**src/hdl/mkdlp_pkg.sv**
```systemverilog
// Shared types and constants for the multi-key debounce and long-press block.
`default_nettype none
package mkdlp_pkg;

  localparam int NUM_KEYS = 4;
  localparam int KEY_W    = (NUM_KEYS > 1) ? $clog2(NUM_KEYS) : 1;

  localparam int PIN_W = 4;
  localparam int NOW_W = 32;
  localparam int TH_W  = 16;
  localparam int EVT_W = 4;

  localparam int IN_TDATA_W  = 40;
  localparam int OUT_TDATA_W = 8;

  localparam int CFG_IDX_W  = 2;
  localparam int CFG_DATA_W = 16;

  localparam logic [CFG_IDX_W-1:0] CFG_ACTIVE_LEVELS = 2'd0;
  localparam logic [CFG_IDX_W-1:0] CFG_FILTER_MS     = 2'd1;
  localparam logic [CFG_IDX_W-1:0] CFG_LONG_MS       = 2'd2;

  localparam logic [PIN_W-1:0] ACTIVE_RESET = 4'd1;
  localparam logic [TH_W-1:0]  FILTER_RESET = 16'd20;
  localparam logic [TH_W-1:0]  LONG_RESET   = 16'd1000;

  localparam logic [EVT_W-1:0] EVT_NONE = 4'd0;

  typedef enum logic [1:0] {
    PH_IDLE     = 2'd0,
    PH_DEBOUNCE = 2'd1,
    PH_PRESSED  = 2'd2,
    PH_LONG     = 2'd3
  } phase_t;

  typedef enum logic [1:0] {
    ST_IDLE,
    ST_SCAN,
    ST_DONE
  } seq_state_t;

endpackage
`default_nettype wire

```
**src/hdl/multi_key_debounce_long_press.sv**
```systemverilog
// Top level: multi-key debounce with short and long press events.
`default_nettype none
// Each input request carries the raw pin levels of the keys and a millisecond
// timestamp; it yields exactly one result with an event code (0 none, 2i+1
// short press of key i, 2i+2 long press of key i). A request is taken in the
// idle state, then the scan state visits the keys in index order (up to
// NUM_KEYS, fewer when an event ends the scan early), then the done state
// moves the code into the output register; a previous result still stalled
// on the output holds the block in that last step. A single shared
// elapsed-time subtractor and threshold comparator serves the scan, which
// visits one key per cycle. A new request is taken while the
// previous result still waits on the output. Configuration writes are taken
// at any time with cfg_ready held high; write only while the block is idle.
module multi_key_debounce_long_press
  import mkdlp_pkg::*;
(
  input  wire                    clk,
  input  wire                    rst,
  // s_axis_tdata: [3:0] pin_levels, [35:4] now_ms, [39:36] zero
  input  wire                    s_axis_tvalid,
  output logic                   s_axis_tready,
  input  wire [IN_TDATA_W-1:0]   s_axis_tdata,
  // m_axis_tdata: [3:0] event_code, [7:4] zero
  output logic                   m_axis_tvalid,
  input  wire                    m_axis_tready,
  output logic [OUT_TDATA_W-1:0] m_axis_tdata,
  input  wire                    cfg_valid,
  output logic                   cfg_ready,
  input  wire [CFG_IDX_W-1:0]    cfg_index,
  input  wire [CFG_DATA_W-1:0]   cfg_data
);

  seq_state_t state, state_next;

  logic [PIN_W-1:0] active_levels;
  logic [TH_W-1:0]  filter_ms;
  logic [TH_W-1:0]  long_ms;

  phase_t           key_phase [NUM_KEYS];
  logic [NOW_W-1:0] press_start_ms [NUM_KEYS];

  logic [PIN_W-1:0] pins;
  logic [NOW_W-1:0] now;
  logic [KEY_W-1:0] key, key_next;
  logic [EVT_W-1:0] code, code_next;
  logic [EVT_W-1:0] out_code;
  logic             out_valid;

  logic [NUM_KEYS-1:0] down_vec;
  logic                down;
  phase_t              ph, ph_next;
  logic                wr_start;
  logic                ev;
  logic [7:0]          code_full;
  logic [NOW_W-1:0]    elapsed;
  logic [TH_W-1:0]     thr;
  logic                ge;
  logic                last_key;
  logic                scan_en;
  logic                load_out;

  assign cfg_ready     = 1'b1;
  assign m_axis_tvalid = out_valid;
  assign m_axis_tdata  = {{(OUT_TDATA_W-EVT_W){1'b0}}, out_code};

  // Keys past the pin field are forced to read as down.
  always_comb begin
    for (int i = 0; i < NUM_KEYS; i++) begin
      if (i < PIN_W) begin
        down_vec[i] = (pins[i] == active_levels[i]);
      end else begin
        down_vec[i] = 1'b1;
      end
    end
  end

  // Shared unit: wrapped elapsed time against the threshold of the current phase.
  assign ph       = key_phase[key];
  assign down     = down_vec[key];
  assign elapsed  = now - press_start_ms[key];
  assign thr      = (ph == PH_DEBOUNCE) ? filter_ms : long_ms;
  assign ge       = (elapsed >= {{(NOW_W-TH_W){1'b0}}, thr});
  assign last_key = (key == KEY_W'(NUM_KEYS - 1));

  always_comb begin
    ph_next   = ph;
    wr_start  = 1'b0;
    ev        = 1'b0;
    code_full = 8'd0;
    case (ph)
      PH_IDLE: begin
        if (down) begin
          ph_next  = PH_DEBOUNCE;
          wr_start = 1'b1;
        end
      end
      PH_DEBOUNCE: begin
        if (!down) begin
          ph_next = PH_IDLE;
        end else if (ge) begin
          ph_next = PH_PRESSED;
        end
      end
      PH_PRESSED: begin
        if (!down) begin
          ev        = 1'b1;
          code_full = 8'({key, 1'b0}) + 8'd1;
          ph_next   = PH_IDLE;
        end else if (ge) begin
          ev        = 1'b1;
          code_full = 8'({key, 1'b0}) + 8'd2;
          ph_next   = PH_LONG;
        end
      end
      PH_LONG: begin
        if (!down) begin
          ph_next = PH_IDLE;
        end
      end
      default: begin
        ph_next = PH_IDLE;
      end
    endcase
  end

  always_comb begin
    state_next    = state;
    key_next      = key;
    code_next     = code;
    s_axis_tready = 1'b0;
    scan_en       = 1'b0;
    load_out      = 1'b0;
    case (state)
      ST_IDLE: begin
        s_axis_tready = 1'b1;
        if (s_axis_tvalid) begin
          key_next   = '0;
          state_next = ST_SCAN;
        end
      end
      ST_SCAN: begin
        scan_en = 1'b1;
        // The first event ends the scan; later keys keep their state.
        if (ev || last_key) begin
          code_next  = ev ? code_full[EVT_W-1:0] : EVT_NONE;
          state_next = ST_DONE;
        end else begin
          key_next = key + KEY_W'(1);
        end
      end
      ST_DONE: begin
        if (!out_valid || m_axis_tready) begin
          load_out   = 1'b1;
          state_next = ST_IDLE;
        end
      end
      default: begin
        state_next = ST_IDLE;
      end
    endcase
  end

  always_ff @(posedge clk) begin
    if (rst) begin
      state <= ST_IDLE;
    end else begin
      state <= state_next;
    end
  end

  always_ff @(posedge clk) begin
    if (rst) begin
      active_levels <= ACTIVE_RESET;
      filter_ms     <= FILTER_RESET;
      long_ms       <= LONG_RESET;
    end else if (cfg_valid && cfg_ready) begin
      case (cfg_index)
        CFG_ACTIVE_LEVELS: active_levels <= cfg_data[PIN_W-1:0];
        CFG_FILTER_MS:     filter_ms     <= cfg_data[TH_W-1:0];
        CFG_LONG_MS:       long_ms       <= cfg_data[TH_W-1:0];
        default: ;
      endcase
    end
  end

  always_ff @(posedge clk) begin
    if (rst) begin
      for (int i = 0; i < NUM_KEYS; i++) begin
        key_phase[i]      <= PH_IDLE;
        press_start_ms[i] <= '0;
      end
    end else if (scan_en) begin
      key_phase[key] <= ph_next;
      if (wr_start) begin
        press_start_ms[key] <= now;
      end
    end
  end

  always_ff @(posedge clk) begin
    if (rst) begin
      out_valid <= 1'b0;
    end else if (load_out) begin
      out_valid <= 1'b1;
    end else if (m_axis_tready) begin
      out_valid <= 1'b0;
    end
  end

  always_ff @(posedge clk) begin
    if (s_axis_tvalid && s_axis_tready) begin
      pins <= s_axis_tdata[PIN_W-1:0];
      now  <= s_axis_tdata[PIN_W+NOW_W-1:PIN_W];
    end
    if (load_out) begin
      out_code <= code;
    end
    key  <= key_next;
    code <= code_next;
  end

endmodule
`default_nettype wire

```
**config.mk**
```make
export PLATFORM = sky130hd
export DESIGN_NAME = multi_key_debounce_long_press
export DESIGN_NICKNAME = d
export VERILOG_FILES = /design/src/hdl/mkdlp_pkg.sv /design/src/hdl/multi_key_debounce_long_press.sv
export SDC_FILE = /design/constraint.sdc
export NUM_CORES = 1
export LEC_CHECK = 0
export ABC_AREA = 1
export BUFFER_PORTS_ARGS = -buffer_cell sky130_fd_sc_hd__buf_2
export CAP_MARGIN = 20
export CORE_MARGIN = 2
export CORE_UTILIZATION = 60
export DETAILED_ROUTE_END_ITERATION = 10
export GPL_ROUTABILITY_DRIVEN = 0
export PLACE_DENSITY_LB_ADDON = 0.2
export SYNTH_ARGS = -nofsm -noshare
export SYNTH_HDL_FRONTEND = slang
export SYNTH_SLANG_ARGS = --single-unit
```
**constraint.sdc**
```tcl
create_clock -name clk -period 5.5 [get_ports clk]
set_input_delay 1.1 -clock clk [delete_from_list [all_inputs] [get_ports clk]]
set_output_delay 1.1 -clock clk [all_outputs]
set_load 0.02 [all_outputs]
```
==> impl_metrics.csv <==
group,metric,value,unit
yosys,synth_seq_cells,223,
yosys,synth.yosys.seq_area_share,0.516,
sta,grt_setup_unrepaired,"no",
clocking,h-tree-depth,1,
yosys,synth.avg_cell_area,8.49,sq um
route,firstDrtPassIters,5,
yosys,synth_edf_count,182,
global_route,antenna_found_initial,0,
clocking,ctsResizeCount,0,
sta,setup_slack,0.848,ns
finish,final-instance-count-excl-fill,1776,
clocking,cts_sinks,223,
global_route,track_usage,0.268,
yosys,synth_common_cells,"395 x nand2_1, 204 x nor2_1, 186 x inv_1",
yosys,syn_area,12200,sq um
yosys,yosys_most_used_dff,"edfxtp_1",
sta,max_freq,215,MHz
place,dp_cells,1734,
sta,period_share,0.846,
sta,slew_headroom,0.392,
floorplanning,die_width,147,um
sta,hold_viol_final,0,
sta,worst_pin_slew,0.909,ns
power_and_ir_drop,p_leak,6.12,nW
yosys,synthTopCellsByArea,"edfxtp_1 45%, nand2_1 12%, dfxtp_1 6.7%, nor2_1 6.3%, inv_1 5.7%",
yosys,ys_warn_count,0,
finish,drive_above_1_share,0.111,
yosys,synthArstFlopShare,0,
sta,finalSetupTns,0,ns
floorplanning,ios,74,
setup_path,crit_family,"simple AND/OR/NAND/NOR gates",
floorplanning,std_cell_rows,52,
clocking,cts_buffer_depth,3,
setup_path,critPathLaunchType,"flop",
setup_path,critPathSlowestCell,"buf_4",
floorplanning,initial_utilization,0.606,
setup_path,crit_path_end_kind,"flop",
clocking,cts-root-buf,"clkbuf_16",
route,remaining_drc_errors,0,
sta,drv_slew,0,
setup_path,rrSetupSlack,0.85,ns
place,place_area,12800,sq um
setup_path,critPathMaxStageDelay,0.62,ns
finish,finalNetCount,1603,
route,drt_iter0_markers,631,
route,antenna_left,0,
floorplanning,dieArea,21500,sq um
finish,diodes,0,
yosys,synth_top_area_cell,"edfxtp_1",
clocking,cts-buffers-inserted,23,
clocking,ctsHoldBuffers,0,
setup_path,critical_path_arrival,4.93,ns
floorplanning,die_h,147,um
setup_path,critical_path.most_common_cell,"nand2_1",
clocking,cts_tree,"yes",
setup_path,crit_type,"flop to flop",
yosys,synth.most_common_cell,"nand2_1",
sta,finalCriticalPeriod,4.65,ns
setup_path,worst-path-max-fanout,68,
clocking,path_clk_slew,0.06,ns
floorplanning,coreArea,20100,sq um
setup_path,path_buf_inv,3,
clocking,clk-insertion-delay-late,0.52,ns
hold_path,holdCritPathClass,"flop to flop",
yosys,synth_cell_type_count,45,
clocking,postCtsSetupBuffers,0,
setup_path,crit_required,5.78,ns
place,io_buffers,64,
place,dp_hpwl,18600,um
yosys,syn_inst,1435,
route,routed_wl,28200,um
outcome,status,"completed",
global_route,grt_overflow,0,
yosys,synth.top_cell.area_share,0.448,
sta,holdWs,0.418,ns
route,wl_per_cell,15.9,um
global_route,grt_max_degree,76,
run,maxCapViolCount,0,
place,pre_cts_slack,0.867,ns
global_route,grt_pass1_wl,45700,um
global_route,grt_pass1_vias,9249,
finish,fin_area,13500,sq um
sta,finalSetupViolations,0,
route,vias_per_cell,5.37,
finish,syn_to_final_growth,10.8,%
power_and_ir_drop,p_per_area,465,nW/um^2
sta,finalClockSkew,0.0177,ns
power_and_ir_drop,ir_drop,331,uV
route,vias,9529,
-- layout make-up --
| class | count | area, sq um |
|---|---|---|
| fill | 1654 | 6600 |
| clock buffer | 29 | 608 |
| sequential | 223 | 6290 |
| inverter | 192 | 721 |
| timing repair buffer | 79 | 433 |
| multi-input combinational | 970 | 4980 |
| tap | 270 | 338 |
| clock inverter | 13 | 139 |
-- power by group --
group | internal [mW] | total, mW | switching (mW)
sequential | 1.96 | 2.01 | 0.0573
clock | 0.922 | 1.56 | 0.635
combinational | 0.923 | 2.71 | 1.79
-- state kept, by name (all words and copies together), names as in the netlist, named ones only --
name / cells
filter_ms: 16
key: 2
now: 32
code: 4
active_levels: 4
pins: 4
state: 2
out_code: 4
long_ms: 16
m_axis_tvalid: 1
press_start_ms: 128
key_phase: 8
-- path summary, 6_finish.rpt --
check	from	to	cells past startpoint
max	flop	key_phase[0][0]	27
min	code[3]	out_code[3]	0
max reg2reg	flop	key_phase[0][0]	27
min reg2reg	code[3]	out_code[3]	0
-- kinds of logic (layout without fill, tap and decap cells) --
family | Yosys count | in the layout | synth area share
simple gates | 741 | 741 | 0.254
flops | 223 | 223 | 0.516
xor+xnor | 17 | 17 | 0.0122
other cells | 2 | 5 | 0.000616
buf+inv | 245 | 313 | 0.0789
compound gates | 140 | 140 | 0.0719
fa+ha+maj | 51 | 51 | 0.0530
mux | 16 | 16 | 0.0132
-- routing by layer --
layer	track usage	up-vias	wire (um)
met5	0	-	0
met4	0.0835	0	803
met3	0.0384	59	1810
met2	0.465	299	13600
met1	0.349	4395	11900
li1	-	4776	-
-- worst register-to-register path, stage by stage, from the launching register on --
cell and delay, ns:
dfxtp_2 0.33, buf_4 0.62, nand2_1 0.11, a32oi_1 0.39, inv_1 0.09, ha_1 0.30, nand2_1 0.06, nor2_1 0.16
nand2_1 0.08, nand3_2 0.10, nand2_1 0.07, nand2_2 0.09, xor2_1 0.21, ha_1 0.28, a21oi_1 0.15, nor2_1 0.06
a211oi_1 0.24, nand2_1 0.09, nor2_1 0.10, nand2_1 0.06, nor2_1 0.10, nand2_1 0.07, a21oi_2 0.18, nand2_2 0.12
o21ai_2 0.19, nor2_4 0.06, inv_2 0.09, nor2_2 0.04
-- placed cells by master, fill, tap and decap left out, types with 3 or more instances in the layout --
cell type	count
buf_4	15
edfxtp_1	182
nand4_1	6
clkbuf_1	5
xor2_1	14
a32o_1	29
nor2_4	3
dfxtp_1	40
nand3_1	37
bufinv_16	3
a32oi_1	3
nor3_2	3
nor2_2	13
a21oi_1	65
o21ai_0	33
clkbuf_16	23
nand2_1	394
nor2_1	204
ha_1	50
clkinv_2	5
mux2i_1	15
nand3_2	5
clkinv_1	6
inv_1	183
conb_1	5
inv_2	7
nand3b_1	4
nor3_1	49
xnor2_1	3
nand2_2	15
buf_2	64
-- per-stage QoR --
stage / util / power (mW)
5_1_grt: 0.672 / 6.74
2_1_floorplan: - / 4.07
3_5_place_dp: 0.634 / 4.73
4_1_cts: 0.672 / 6.30
3_3_place_gp: 0.634 / 4.66
6_report: 0.672 / 6.29
No activity file was read; power rests on OpenSTA's default activity.
